$ cat src/rcsb_pkg.sv
`default_nettype none

package rcsb_pkg;

	typedef enum logic [2:0] {
		SW_OFF      = 3'd0,
		SW_HIGH     = 3'd1,
		SW_LOW      = 3'd2,
		SW_WAIT_OFF = 3'd3,
		SW_WAIT_CFG = 3'd4
	} sw_t;

	typedef enum logic [2:0] {
		PH_INIT      = 3'd0,
		PH_OFF       = 3'd1,
		PH_ON        = 3'd2,
		PH_SW_OFF    = 3'd3,
		PH_SW_ON     = 3'd4,
		PH_CFG       = 3'd5,
		PH_CH_MODE   = 3'd6,
		PH_CH_BRIGHT = 3'd7
	} ph_t;

	typedef enum logic [1:0] {
		FS_OFF    = 2'd0,
		FS_BOTH   = 2'd1,
		FS_FOG    = 2'd2,
		FS_SEARCH = 2'd3
	} fs_t;

	typedef enum logic [1:0] {
		SIDE_NORMAL = 2'd0,
		SIDE_BEACON = 2'd1,
		SIDE_CFG    = 2'd2
	} side_t;

	typedef enum logic [1:0] {
		OP_TICK       = 2'd0,
		OP_START      = 2'd1,
		OP_LIGHTS_OFF = 2'd2
	} op_t;

	localparam logic [2:0] CFG_HIGH_THR   = 3'd0;
	localparam logic [2:0] CFG_LOW_THR    = 3'd1;
	localparam logic [2:0] CFG_SHORT_US   = 3'd2;
	localparam logic [2:0] CFG_LONG_US    = 3'd3;
	localparam logic [2:0] CFG_XLONG_US   = 3'd4;
	localparam logic [2:0] CFG_TOGGLE_US  = 3'd5;
	localparam logic [2:0] CFG_INIT_US    = 3'd6;
	localparam logic [2:0] CFG_PAUSE_US   = 3'd7;

	localparam logic [11:0] CENTER_LOW     = 12'd1400;
	localparam logic [11:0] CENTER_HIGH    = 12'd1600;
	localparam logic [31:0] BRIGHT_DARK_US = 32'd1000000;

	typedef struct packed {
		logic [11:0] high_thr;
		logic [11:0] low_thr;
		logic [30:0] short_us;
		logic [30:0] long_us;
		logic [30:0] xlong_us;
		logic [30:0] toggle_us;
		logic [30:0] init_us;
		logic [30:0] pause_us;
	} cfg_t;

	typedef struct packed {
		logic [1:0]  op;
		logic [31:0] now_us;
		logic [11:0] channel_value;
		logic        headlights_on;
	} item_t;

	typedef struct packed {
		logic [2:0] switch_phase_out;
		logic [2:0] small_phase_out;
		logic [2:0] big_phase_out;
		logic       fog_lamp_on;
		logic       search_light_on;
		logic [1:0] side_mode;
		logic       big_beacon_on;
		logic       small_beacon_on;
	} res_t;

endpackage

`default_nettype wire

$ cat src/rcsb_cfg.sv
`default_nettype none

module rcsb_cfg (
	input  wire logic          clk,
	input  wire logic          arst_n,
	input  wire logic          cfg_we,
	input  wire logic [2:0]    cfg_addr,
	input  wire logic [30:0]   cfg_data,
	output rcsb_pkg::cfg_t     cfg
);

	rcsb_pkg::cfg_t cfg_q;

	always_ff @(posedge clk or negedge arst_n) begin
		if (!arst_n) begin
			cfg_q.high_thr  <= 12'd1800;
			cfg_q.low_thr   <= 12'd1200;
			cfg_q.short_us  <= 31'd50000;
			cfg_q.long_us   <= 31'd1000000;
			cfg_q.xlong_us  <= 31'd3000000;
			cfg_q.toggle_us <= 31'd50000;
			cfg_q.init_us   <= 31'd2500000;
			cfg_q.pause_us  <= 31'd200000;
		end else if (cfg_we) begin
			case (cfg_addr)
				rcsb_pkg::CFG_HIGH_THR:  cfg_q.high_thr  <= cfg_data[11:0];
				rcsb_pkg::CFG_LOW_THR:   cfg_q.low_thr   <= cfg_data[11:0];
				rcsb_pkg::CFG_SHORT_US:  cfg_q.short_us  <= cfg_data;
				rcsb_pkg::CFG_LONG_US:   cfg_q.long_us   <= cfg_data;
				rcsb_pkg::CFG_XLONG_US:  cfg_q.xlong_us  <= cfg_data;
				rcsb_pkg::CFG_TOGGLE_US: cfg_q.toggle_us <= cfg_data;
				rcsb_pkg::CFG_INIT_US:   cfg_q.init_us   <= cfg_data;
				rcsb_pkg::CFG_PAUSE_US:  cfg_q.pause_us  <= cfg_data;
				default: ;
			endcase
		end
	end

	assign cfg = cfg_q;

endmodule

`default_nettype wire

$ cat src/rcsb_core.sv
`default_nettype none

module rcsb_core #(
	parameter int TOGGLE_STEPS = 8
) (
	input  wire logic           clk,
	input  wire logic           arst_n,
	input  wire logic           step,
	input  wire rcsb_pkg::item_t item,
	input  wire rcsb_pkg::cfg_t  cfg,
	output rcsb_pkg::res_t      res
);

	localparam int CW = $clog2(TOGGLE_STEPS + 1);
	localparam logic [CW-1:0] STEPS = CW'(TOGGLE_STEPS);

	rcsb_pkg::sw_t   sw_q,   sw_d;
	rcsb_pkg::ph_t   bp_q,   bp_d;
	rcsb_pkg::ph_t   sp_q,   sp_d;
	rcsb_pkg::fs_t   fs_q,   fs_d;
	rcsb_pkg::side_t side_q, side_d;
	logic [31:0]     press_q, press_d;
	logic [31:0]     sdl_q,   sdl_d;
	logic [31:0]     bdl_q,   bdl_d;
	logic [CW-1:0]   scnt_q,  scnt_d;
	logic            snl_q,   snl_d;
	logic            sos_q,   sos_d;
	logic [1:0]      bst_q,   bst_d;
	logic            sl_q,    sl_d;
	logic            bl_q,    bl_d;

	logic [31:0] now;
	logic [11:0] val;
	logic [31:0] dt;
	logic        held_short, held_long, held_xl;
	logic        centred, is_high, is_low;
	logic [31:0] toggle_dl, init_dl, pause_dl, dark_dl;
	logic [CW-1:0] scnt_inc;

	function automatic logic reached(input logic [31:0] t, input logic [31:0] dl);
		logic [31:0] d;
		d = t - dl;
		return !d[31];
	endfunction

	assign now        = item.now_us;
	assign val        = item.channel_value;
	assign dt         = now - press_q;
	assign held_short = !dt[31] && (dt[30:0] >= cfg.short_us);
	assign held_long  = !dt[31] && (dt[30:0] >= cfg.long_us);
	assign held_xl    = !dt[31] && (dt[30:0] >= cfg.xlong_us);
	assign centred    = (val > rcsb_pkg::CENTER_LOW) && (val < rcsb_pkg::CENTER_HIGH);
	assign is_high    = val > cfg.high_thr;
	assign is_low     = val < cfg.low_thr;
	assign toggle_dl  = now + {1'b0, cfg.toggle_us};
	assign init_dl    = now + {1'b0, cfg.init_us};
	assign pause_dl   = now + {1'b0, cfg.pause_us};
	assign dark_dl    = now + rcsb_pkg::BRIGHT_DARK_US;
	assign scnt_inc   = scnt_q + CW'(1);

	always_comb begin
		sw_d    = sw_q;
		bp_d    = bp_q;
		sp_d    = sp_q;
		fs_d    = fs_q;
		side_d  = side_q;
		press_d = press_q;
		sdl_d   = sdl_q;
		bdl_d   = bdl_q;
		scnt_d  = scnt_q;
		snl_d   = snl_q;
		sos_d   = sos_q;
		bst_d   = bst_q;
		sl_d    = sl_q;
		bl_d    = bl_q;

		case (item.op)
			rcsb_pkg::OP_TICK: begin
				if (bp_q == rcsb_pkg::PH_CFG || bp_q == rcsb_pkg::PH_CH_MODE ||
				    bp_q == rcsb_pkg::PH_CH_BRIGHT) begin
					// setup mode: big beacon pulse trains and switch handling only
					if (bp_q == rcsb_pkg::PH_CH_MODE && reached(now, bdl_q)) begin
						bl_d  = 1'b1;
						bst_d = 2'd0;
						bp_d  = rcsb_pkg::PH_CFG;
					end
					if (bp_q == rcsb_pkg::PH_CH_BRIGHT && reached(now, bdl_q)) begin
						case (bst_q)
							2'd1: begin
								bl_d  = 1'b1;
								bst_d = 2'd2;
								bdl_d = pause_dl;
							end
							2'd2: begin
								bl_d  = 1'b0;
								bst_d = 2'd3;
								bdl_d = dark_dl;
							end
							default: begin
								bl_d  = 1'b1;
								bst_d = 2'd0;
								bp_d  = rcsb_pkg::PH_CFG;
							end
						endcase
					end
					case (sw_q)
						rcsb_pkg::SW_OFF: begin
							if (is_high) begin
								sw_d    = rcsb_pkg::SW_HIGH;
								press_d = now;
							end else if (is_low) begin
								sw_d    = rcsb_pkg::SW_LOW;
								press_d = now;
							end
						end
						rcsb_pkg::SW_HIGH: begin
							if (held_xl) begin
								bl_d   = 1'b0;
								bst_d  = 2'd0;
								bp_d   = rcsb_pkg::PH_OFF;
								side_d = rcsb_pkg::SIDE_NORMAL;
								sw_d   = rcsb_pkg::SW_WAIT_OFF;
							end else if (centred) begin
								sw_d = rcsb_pkg::SW_OFF;
								if (held_short && bp_d == rcsb_pkg::PH_CFG) begin
									bp_d  = rcsb_pkg::PH_CH_MODE;
									bl_d  = 1'b0;
									bst_d = 2'd1;
									bdl_d = pause_dl;
								end
							end
						end
						rcsb_pkg::SW_LOW: begin
							if (centred) begin
								sw_d = rcsb_pkg::SW_OFF;
								if (held_short && bp_d == rcsb_pkg::PH_CFG) begin
									bp_d  = rcsb_pkg::PH_CH_BRIGHT;
									bl_d  = 1'b0;
									bst_d = 2'd1;
									bdl_d = dark_dl;
								end
							end
						end
						rcsb_pkg::SW_WAIT_OFF: begin
							if (centred)
								sw_d = rcsb_pkg::SW_OFF;
						end
						default: ;
					endcase
				end else begin
					if (bp_q == rcsb_pkg::PH_INIT && reached(now, bdl_q)) begin
						bl_d  = 1'b0;
						bst_d = 2'd0;
						bp_d  = rcsb_pkg::PH_OFF;
					end
					if (sp_q == rcsb_pkg::PH_SW_OFF && reached(now, sdl_q)) begin
						sl_d   = snl_q;
						snl_d  = !snl_q;
						sdl_d  = toggle_dl;
						scnt_d = scnt_inc;
						if (scnt_inc >= STEPS) begin
							scnt_d = '0;
							sp_d   = rcsb_pkg::PH_OFF;
						end
					end
					if (sp_q == rcsb_pkg::PH_SW_ON) begin
						if (!sos_q) begin
							sl_d  = 1'b0;
							sos_d = 1'b1;
							sdl_d = toggle_dl;
						end else if (reached(now, sdl_q)) begin
							sl_d  = 1'b1;
							sos_d = 1'b0;
							sp_d  = rcsb_pkg::PH_ON;
						end
					end
					case (sw_q)
						rcsb_pkg::SW_OFF: begin
							if (is_high) begin
								sw_d    = rcsb_pkg::SW_HIGH;
								press_d = now;
							end else if (is_low) begin
								sw_d    = rcsb_pkg::SW_LOW;
								press_d = now;
							end
						end
						rcsb_pkg::SW_HIGH: begin
							if (held_long) begin
								if (bp_d == rcsb_pkg::PH_ON) begin
									bl_d = 1'b0;
									bp_d = rcsb_pkg::PH_OFF;
								end
								if (sp_d == rcsb_pkg::PH_ON) begin
									sp_d   = rcsb_pkg::PH_SW_OFF;
									sl_d   = 1'b0;
									scnt_d = CW'(1);
									snl_d  = 1'b1;
									sos_d  = 1'b0;
									sdl_d  = toggle_dl;
								end
								side_d = rcsb_pkg::SIDE_NORMAL;
								sw_d   = rcsb_pkg::SW_WAIT_CFG;
							end else if (centred) begin
								sw_d = rcsb_pkg::SW_OFF;
								if (held_short && bp_d == rcsb_pkg::PH_OFF &&
								    sp_d == rcsb_pkg::PH_OFF) begin
									bl_d = 1'b1;
									bp_d = rcsb_pkg::PH_ON;
									if (!sos_d) begin
										sp_d  = rcsb_pkg::PH_SW_ON;
										sl_d  = 1'b0;
										sos_d = 1'b1;
										sdl_d = toggle_dl;
									end else if (reached(now, sdl_d)) begin
										sl_d  = 1'b1;
										sos_d = 1'b0;
										sp_d  = rcsb_pkg::PH_ON;
									end
									side_d = rcsb_pkg::SIDE_BEACON;
								end
							end
						end
						rcsb_pkg::SW_LOW: begin
							if (held_long) begin
								fs_d = rcsb_pkg::FS_OFF;
								sw_d = rcsb_pkg::SW_WAIT_OFF;
							end else if (centred) begin
								sw_d = rcsb_pkg::SW_OFF;
								if (held_short) begin
									if (fs_q == rcsb_pkg::FS_OFF)
										fs_d = rcsb_pkg::FS_SEARCH;
									else if (fs_q == rcsb_pkg::FS_SEARCH && item.headlights_on)
										fs_d = rcsb_pkg::FS_FOG;
									else if (fs_q == rcsb_pkg::FS_FOG && item.headlights_on)
										fs_d = rcsb_pkg::FS_BOTH;
								end
							end
						end
						rcsb_pkg::SW_WAIT_OFF: begin
							if (centred)
								sw_d = rcsb_pkg::SW_OFF;
						end
						default: begin
							if (held_xl) begin
								if (bp_d == rcsb_pkg::PH_OFF) begin
									bl_d   = 1'b1;
									bp_d   = rcsb_pkg::PH_CFG;
									side_d = rcsb_pkg::SIDE_CFG;
									sw_d   = rcsb_pkg::SW_WAIT_OFF;
								end
							end else if (centred) begin
								sw_d = rcsb_pkg::SW_OFF;
							end
						end
					endcase
				end
			end
			rcsb_pkg::OP_START: begin
				if (sp_q != rcsb_pkg::PH_SW_OFF) begin
					sp_d   = rcsb_pkg::PH_SW_OFF;
					sl_d   = 1'b0;
					scnt_d = CW'(1);
					snl_d  = 1'b1;
					sos_d  = 1'b0;
					sdl_d  = toggle_dl;
				end else if (reached(now, sdl_q)) begin
					sl_d   = snl_q;
					snl_d  = !snl_q;
					sdl_d  = toggle_dl;
					scnt_d = scnt_inc;
					if (scnt_inc >= STEPS) begin
						scnt_d = '0;
						sp_d   = rcsb_pkg::PH_OFF;
					end
				end
				if (bp_q != rcsb_pkg::PH_INIT) begin
					bp_d  = rcsb_pkg::PH_INIT;
					bl_d  = 1'b1;
					bst_d = 2'd1;
					bdl_d = init_dl;
				end else if (reached(now, bdl_q)) begin
					bl_d  = 1'b0;
					bst_d = 2'd0;
					bp_d  = rcsb_pkg::PH_OFF;
				end
			end
			rcsb_pkg::OP_LIGHTS_OFF: begin
				if (fs_q == rcsb_pkg::FS_FOG)
					fs_d = rcsb_pkg::FS_OFF;
				else if (fs_q == rcsb_pkg::FS_BOTH)
					fs_d = rcsb_pkg::FS_SEARCH;
			end
			default: ;
		endcase
	end

	always_comb begin
		res.small_beacon_on  = sl_d;
		res.big_beacon_on    = bl_d;
		res.side_mode        = side_d;
		res.search_light_on  = (fs_d == rcsb_pkg::FS_BOTH) || (fs_d == rcsb_pkg::FS_SEARCH);
		res.fog_lamp_on      = (fs_d == rcsb_pkg::FS_BOTH) || (fs_d == rcsb_pkg::FS_FOG);
		res.big_phase_out    = bp_d;
		res.small_phase_out  = sp_d;
		res.switch_phase_out = sw_d;
	end

	always_ff @(posedge clk or negedge arst_n) begin
		if (!arst_n) begin
			sw_q    <= rcsb_pkg::SW_OFF;
			bp_q    <= rcsb_pkg::PH_OFF;
			sp_q    <= rcsb_pkg::PH_OFF;
			fs_q    <= rcsb_pkg::FS_OFF;
			side_q  <= rcsb_pkg::SIDE_NORMAL;
			press_q <= '0;
			sdl_q   <= '0;
			bdl_q   <= '0;
			scnt_q  <= '0;
			snl_q   <= 1'b0;
			sos_q   <= 1'b0;
			bst_q   <= 2'd0;
			sl_q    <= 1'b0;
			bl_q    <= 1'b0;
		end else if (step) begin
			sw_q    <= sw_d;
			bp_q    <= bp_d;
			sp_q    <= sp_d;
			fs_q    <= fs_d;
			side_q  <= side_d;
			press_q <= press_d;
			sdl_q   <= sdl_d;
			bdl_q   <= bdl_d;
			scnt_q  <= scnt_d;
			snl_q   <= snl_d;
			sos_q   <= sos_d;
			bst_q   <= bst_d;
			sl_q    <= sl_d;
			bl_q    <= bl_d;
		end
	end

endmodule

`default_nettype wire

$ cat src/rc_switch_beacon_light_sequencer.sv
`default_nettype none

// channel   dir  signals                               contents
// s_*       in   s_tvalid s_tready s_tdata s_tuser      one sample request
// m_*       out  m_tvalid m_tready m_tdata              one light state per request
// cfg_*     in   cfg_we cfg_addr cfg_data               register write, no read-back
//
// One request per clock while m_tready is high; input register, then result register.
// All state updates happen in one pass of the next-state logic between the two.
// arst_n clears all light, switch and sequence state and loads register defaults.
// A full result register with m_tready low holds; the input register still takes
// one more request, then s_tready drops.

module rc_switch_beacon_light_sequencer #(
	parameter int TOGGLE_STEPS = 8
) (
	input  wire logic        clk,
	input  wire logic        arst_n,
	input  wire logic        s_tvalid,
	output logic             s_tready,
	input  wire logic [47:0] s_tdata,   // now_us[31:0], channel_value[43:32], headlights_on[44]
	input  wire logic [1:0]  s_tuser,   // op[1:0]
	output logic             m_tvalid,
	input  wire logic        m_tready,
	// small_beacon_on[0], big_beacon_on[1], side_mode[3:2], search_light_on[4],
	// fog_lamp_on[5], big_phase_out[8:6], small_phase_out[11:9], switch_phase_out[14:12]
	output logic [15:0]      m_tdata,
	input  wire logic        cfg_we,
	input  wire logic [2:0]  cfg_addr,
	input  wire logic [30:0] cfg_data
);

	rcsb_pkg::cfg_t  cfg;
	rcsb_pkg::item_t item_s1;
	rcsb_pkg::res_t  res;
	rcsb_pkg::res_t  res_q;
	logic            valid_s1;
	logic            out_free;
	logic            step;
	logic            s_accept;

	assign out_free = !m_tvalid || m_tready;
	assign step     = valid_s1 && out_free;
	assign s_tready = !valid_s1 || out_free;
	assign s_accept = s_tvalid && s_tready;

	always_ff @(posedge clk or negedge arst_n) begin
		if (!arst_n) begin
			valid_s1 <= 1'b0;
			m_tvalid <= 1'b0;
		end else begin
			if (s_tready)
				valid_s1 <= s_tvalid;
			if (out_free)
				m_tvalid <= valid_s1;
		end
	end

	always_ff @(posedge clk) begin
		if (s_accept) begin
			item_s1.op            <= s_tuser;
			item_s1.now_us        <= s_tdata[31:0];
			item_s1.channel_value <= s_tdata[43:32];
			item_s1.headlights_on <= s_tdata[44];
		end
		if (step)
			res_q <= res;
	end

	rcsb_cfg u_cfg (
		.clk      (clk),
		.arst_n   (arst_n),
		.cfg_we   (cfg_we),
		.cfg_addr (cfg_addr),
		.cfg_data (cfg_data),
		.cfg      (cfg)
	);

	rcsb_core #(
		.TOGGLE_STEPS (TOGGLE_STEPS)
	) u_core (
		.clk    (clk),
		.arst_n (arst_n),
		.step   (step),
		.item   (item_s1),
		.cfg    (cfg),
		.res    (res)
	);

	assign m_tdata = {1'b0, res_q};

endmodule

`default_nettype wire
$ cat config.mk
export PLATFORM = sky130hd
export DESIGN_NAME = rc_switch_beacon_light_sequencer
export DESIGN_NICKNAME = d
export VERILOG_FILES = /design/src/rcsb_pkg.sv /design/src/rcsb_cfg.sv /design/src/rcsb_core.sv /design/src/rc_switch_beacon_light_sequencer.sv
export SDC_FILE = /design/constraint.sdc
export NUM_CORES = 1
export LEC_CHECK = 0
export ABC_AREA = 0
export BUFFER_PORTS_ARGS = -buffer_cell sky130_fd_sc_hd__buf_2
export CELL_PAD_IN_SITES_DETAIL_PLACEMENT = 0
export CELL_PAD_IN_SITES_GLOBAL_PLACEMENT = 1
export CORE_MARGIN = 1.5
export CORE_UTILIZATION = 50
export CTS_CLUSTER_DIAMETER = 40
export CTS_CLUSTER_SIZE = 20
export DETAILED_ROUTE_END_ITERATION = 6
export HOLD_SLACK_MARGIN = 0.15
export PLACE_DENSITY_LB_ADDON = 0.12
export RECOVER_POWER = 25
export SYNTH_ARGS = -nofsm -noshare
export SYNTH_HDL_FRONTEND = slang
export SYNTH_SLANG_ARGS = --single-unit
export TNS_END_PERCENT = 5
$ cat constraint.sdc
create_clock -name clk -period 7.5 [get_ports clk]
set_input_delay 0.75 -clock clk [delete_from_list [all_inputs] [get_ports clk]]
set_output_delay 0.75 -clock clk [all_outputs]
set_load 0.02 [all_outputs]
==> out/results.tsv, run 1 <==
metric	value	unit
mapped cell area	28800	µm²
switching portion of total power	37.6	%
Unique masters post-synth	90	
Final Setup Violations	0	
critical path launch point type	register	
post-CTS resize count	0	
Final Max Tran Viols	197	
Net count, final	3692	
PortBufs	102	
share of cells above drive strength 1	16.9	%
CP Data Arrival Time	7.26	ns
first-pass GRT wire length	139	mm
hold_ws	0.301	ns
Initial Util	50.8	%
total power	12.0	mW
DRT iter0 DRCs	1830	
core area	56700	µm²
Ports	107	
Overall Global Routing Usage	30.1	%
CTS tree	done	
worst-margin pin slew	6.12	ns
H-tree depth	3	
syn nets	3537	
sequential share of power	25.3	%
outcome	finished, violations left	
slew margin rel.	-308	%
hold crit path type	input pin to register	
Overflow after GRT	0	
die area	59100	µm²
Root Buffer	clkbuf_16	
Syn Inst Count	3110	
Sink Count	393	
Pre-antenna DRT Iters	6	
worst-path maximum fanout	7	
CP Data Required Time	7.83	ns
Register Area	10200	µm²
setup_tns	0	ns
failing checks	max-capacitance violations, max-slew violations	
DR WL/cell	21.6	µm
#FFs+latches synth	393	
clk slew on worst S/H paths	0.05	ns
Routed Wire Length	88.4	mm
Area growth, synth to finish	16.0	%
Clk pwr share	32.7	%
final RePlAce weighted congestion	0.916	
antenna-violating nets left	0	
Combinational Power Share	42.0	%
Seq/Total Area, Yosys	35.5	%
largest net degree at the start of global routing	148	
DRC viols	0	
height of the die	243	µm
min setup slack post-route	0.575	ns
FFs w/ async S/R, synth	84.2	%
layout filler cell count	5000	
area leader, netlist	dfrtp_1	
most frequent cells in the layout	ha_1, dfrtp_1, o21ai_0, nand2_1, inv_1	
Int Power	7.51	mW
total CTS buffers	83	
Hold-fix buffers, CTS	0	
commonest non-fill, non-tap cell in the layout	ha_1	
final core occ	58.9	%
share of the synthesized area in the top cell type	24.2	%
Leakage	15.0	nW
Longest Clk Path Bufs	3	
mean post-synth cell area	9.26	µm²
Final period util	92.3	%
area taken by multi-input logic gates	17200	µm²
std cell rows	87	
RSZ-0062 raised after global routing	no	
Max rail drop VDD	0.000235	V
vias in the first global route	24800	
width of the die	243	µm
ranking of synthesized cells by area	dfrtp_1, ha_1, edfxtp_1	
DPL Wire Length	65.5	mm
Post-synth EDFFs	62	
Critical Path End Type	register	
Post-CTS Setup Bufs	0	
crit path kind	register to register	
Via Count	24600	
Synthesis Warnings	0	
final worst path period need	6.92	ns
Synth Flop Type	dfrtp_1	
Skew-Pair Late Insertion Delay	0.62	ns
final hold violations	0	
DR vias/cell	6.02	
Fin Clk Skew	0.0270	ns
initial antenna violation count	2	
Place WS	0.680	ns
total net switching power	4.52	mW
PwrDens	360	nW/µm²
max cap viols	4	
FMAX	144	MHz
path summary, 6_finish.rpt:
kind                                  start               end  slack, ns  cells past startpoint
setup / recovery                item_s1[13]        m_tdata[0]       0.58                     26
min in group asynchronous            arst_n     u_cfg.cfg[33]       2.43                      1
max in group asynchronous            arst_n     u_cfg.cfg[30]       1.63                      1
hold reg to reg            u_core.bdl_q[23]  u_core.bdl_q[23]       0.49                      1
setup reg to reg                item_s1[13]        m_tdata[0]       0.58                     26
hold / removal                  s_tdata[37]        item_s1[6]       0.30                      1
final cells by class:
| cell class | count | share of cell area, % |
|---|---|---|
| Antenna cell | 1 | 0.00749 |
| Multi-Input combinational cell | 2361 | 51.6 |
| Inverter | 254 | 2.85 |
| Sequential cell | 393 | 30.6 |
| Tap cell | 756 | 2.83 |
| Clock buffer | 110 | 7.01 |
| Timing Repair Buffer | 172 | 3.15 |
| Clock inverter | 45 | 1.99 |
through the flow:
stage | instances | instance area (µm²)
floorplan | 3110 | 28800
global placement | 3936 | 30400
detailed placement | 3936 | 30400
CTS | 4091 | 33400
global route | 4091 | 33400
finish | 4092 | 33400
registers in the layout, summed over array words and instances, names as in the netlist:
signal / count
u_cfg.cfg: 210
item_s1: 47
u_core.bdl_q: 32
u_core.press_q: 32
u_core.sdl_q: 32
m_tdata: 15
u_core.scnt_q: 4
u_core.bp_q: 3
u_core.sp_q: 3
u_core.sw_q: 3
u_core.bst_q: 2
u_core.fs_q: 2
u_core.side_q: 2
m_tvalid: 1
u_core.bl_q: 1
u_core.sl_q: 1
u_core.snl_q: 1
u_core.sos_q: 1
valid_s1: 1
power by group through the flow:
stage / clock network (mW) / registers, mW / logic, mW
global placement: 0 / 3.05 / 4.82
CTS: 4.00 / 3.04 / 5.02
finish: 3.94 / 3.05 / 5.05
floorplan: 0 / 2.97 / 3.67
global route: 4.11 / 3.10 / 5.66
detailed placement: 0 / 3.06 / 4.97
cell families (layout without fill, tap and decap cells):
logic type / after synthesis / count (layout) / share of synthesized area, %
compound gates: 940 / 940 / 21.0
xor+xnor: 134 / 134 / 4.07
fa+ha+maj: 338 / 338 / 14.8
buf+inv: 356 / 581 / 4.85
flops: 393 / 393 / 35.5
mux: 170 / 170 / 7.00
other cells: 1 / 2 / 0.0130
simple gates: 778 / 778 / 12.8
critical path, cell delays in order, from the launching register on:
cell       delay [ns]
edfxtp_1         0.39
inv_1            0.14
ha_1             0.23
fa_1             0.23
nor2b_1          0.06
o21ai_0          0.14
nand2b_1         0.10
a21o_1           0.21
a31oi_1          0.40
o211a_1          0.28
nor3_1           0.09
o31a_1           0.34
o2111ai_1        0.27
mux2i_1          0.11
a211oi_1         0.39
ha_1             0.20
and3_1           0.18
nand4_1          0.17
or4_1            0.58
o221a_2          0.24
o211a_1          0.22
nor2_1           0.38
nand4_4          0.25
nor3_1           0.63
a21oi_1          0.13
a21oi_1          0.15
o21ai_0          0.13
synthesized netlist by cell type (all sizes together), types with 11 or more instances:
cell    number
a211oi      51
o31ai       11
nor3        45
xnor2       84
nand2b      32
nor2b       25
nor2       208
nand4       43
o21a        35
or2         12
clkbuf      76
dfrtp      278
xor2        50
o211ai      16
ha         334
o21bai      23
and4        14
inv        254
o21ai      277
a21oi      226
o31a        13
buf         26
and2        13
mux2       164
a22oi       21
dfstp       53
a221oi      39
nand2      258
nor4        15
nand3       61
a31oi       21
o22ai       15
and3        19
a21o        71
edfxtp      62
per-layer routing:
layer | global-route usage, % | up-vias | part of all wire (%)
li1 | - | 11700 | -
met1 | 40.6 | 11900 | 45
met2 | 48.2 | 825 | 45
met3 | 5.13 | 210 | 6.4
met4 | 11.7 | 0 | 3.6
met5 | 0 | - | 0
(Power assumes the default switching activity.)
==> run 2: changes to the inputs <==
--- a/config.mk
+++ b/config.mk
@@ -15,7 +15,7 @@
 export CTS_CLUSTER_SIZE = 20
 export DETAILED_ROUTE_END_ITERATION = 6
 export HOLD_SLACK_MARGIN = 0.15
-export PLACE_DENSITY_LB_ADDON = 0.12
+export PLACE_DENSITY = 0.87
 export RECOVER_POWER = 25
 export SYNTH_ARGS = -nofsm -noshare
 export SYNTH_HDL_FRONTEND = slang
==> out/results.tsv, run 2 (synthesis results as in run 1) <==
metric	value	unit
CTS tree	done	
PwrDens	358	nW/µm²
worst setup path endpoint	u_core.bdl_q[27]	
hold_ws	0.299	ns
hold crit path type	input pin to register	
Skew-Pair Late Insertion Delay	0.62	ns
Place WS	0.532	ns
final hold violations	0	
R2R depth	28	
initial antenna violation count	1	
Ports	107	
DPL Wire Length	64.4	mm
R2R Path End	u_core.bdl_q[27]	
Antenna Cells	0	
worst-margin pin slew	6.38	ns
commonest non-fill, non-tap cell in the layout	ha_1	
crit path kind	register to register	
first-pass GRT wire length	138	mm
Fin Clk Skew	0.0252	ns
width of the die	243	µm
total CTS buffers	81	
Longest Clk Path Bufs	3	
Area growth, synth to finish	15.3	%
antenna-violating nets left	0	
FMAX	140	MHz
DR vias/cell	6.13	
design area	33200	µm²
largest net degree at the start of global routing	164	
outcome	finished, violations left	
max cap viols	3	
setup_tns	0	ns
DRT iter0 DRCs	1939	
critical path launch point type	register	
Leakage	14.9	nW
Sink Count	393	
Overall Global Routing Usage	29.8	%
Final period util	95.2	%
Register Area	10200	µm²
failing checks	max-capacitance violations, max-slew violations	
post-CTS resize count	0	
Routed Wire Length	88.4	mm
most frequent cells in the layout	ha_1, dfrtp_1, o21ai_0, nand2_1, inv_1	
vias in the first global route	24700	
Critical Path End Type	register	
max reg flops	210	
Final Max Tran Viols	171	
Worst path slowest cell	or4_1	
Critical Path Max Stage Delay	0.58	ns
Root Buffer	clkbuf_16	
CP Data Required Time	8.03	ns
height of the die	243	µm
Hold-fix buffers, CTS	0	
die area	59100	µm²
Pre-antenna DRT Iters	6	
CP Data Arrival Time	7.67	ns
Overflow after GRT	0	
Net count, final	3685	
RSZ-0062 raised after global routing	no	
worst-path maximum fanout	17	
min setup slack post-route	0.356	ns
final worst path period need	7.14	ns
share of cells above drive strength 1	16.6	%
std cell rows	87	
clk slew on worst S/H paths	0.06	ns
total power	11.9	mW
Post-CTS Setup Bufs	0	
slew margin rel.	-325	%
R2R Setup Slk	0.36	ns
post-place instance area	30400	µm²
DRC viols	0	
R2R Path Start	item_s1[13]	
area taken by multi-input logic gates	17200	µm²
Initial Util	50.8	%
Max rail drop VDD	0.000197	V
layout filler cell count	4889	
Via Count	25000	
Final Setup Violations	0	
H-tree depth	3	
core area	56700	µm²
DR WL/cell	21.7	µm
crit path from	item_s1[13]	
PortBufs	102	
final RePlAce weighted congestion	0.954	
-- run 2: cell types whose count changed in the layout (fill, tap and decap cells not counted), sizes merged --
| cell | previous run | this run |
|---|---|---|
| buf | 163 | 154 |
| clkbuf | 119 | 107 |
| diode | 1 | 0 |
| clkinv | 17 | 29 |
| inv | 261 | 264 |
| bufinv | 14 | 11 |
-- run 2: layer usage --
layer  GRT usage, %  wire, µm  vias up
li1               -         -    11700
met1           39.9     38600    12200
met2           47.5     39800      937
met3           4.78      6300      207
met4           13.1      3630        0
met5              0         0        -
-- run 2: area by class of cell --
class,instances,share of cell area [%]
clock buffer,94,6.56
clock inverter,57,2.01
inverter,254,2.87
multi-input combinational,2361,51.9
sequential,393,30.7
tap,756,2.85
timing repair buffer,167,3.05
-- run 2: worst min-delay path by stage --
stage | start | to | cells past startpoint
after CTS | arst_n | u_core.sdl_q[5] | 1
after global placement | u_core.bdl_q[23] | u_core.bdl_q[23] | 1
after global routing | s_tdata[40] | item_s1[9] | 1
final | s_tdata[11] | item_s1[24] | 1
after detailed placement | u_core.bdl_q[4] | u_core.bdl_q[4] | 2
after floorplan | arst_n | m_tvalid | 0
-- run 2: stage by stage --
stage          cells  util [%]
2_1_floorplan   3110         -
4_1_cts         4082      58.6
3_5_place_dp    3931      53.6
5_1_grt         4082      58.6
6_report        4082      58.6
3_3_place_gp    3931      53.6
-- run 2: where the power goes --
| group | total, mW | leakage [nW] | switching, mW | internal (mW) |
|---|---|---|---|---|
| Combinational | 5.09 | 9.10 | 2.99 | 2.09 |
| Clock | 3.78 | 1.38 | 1.30 | 2.48 |
| Sequential | 3.03 | 4.44 | 0.306 | 2.72 |
-- run 2: worst max-delay path, delay by kind of cell, from the launching register on --
| kind | cells | cell delay, ns |
|---|---|---|
| compound gates | 13 | 3.20 |
| fa+ha+maj | 3 | 0.73 |
| buf+inv | 3 | 0.72 |
| flops | 1 | 0.39 |
| mux | 1 | 0.12 |
| simple gates | 8 | 1.90 |
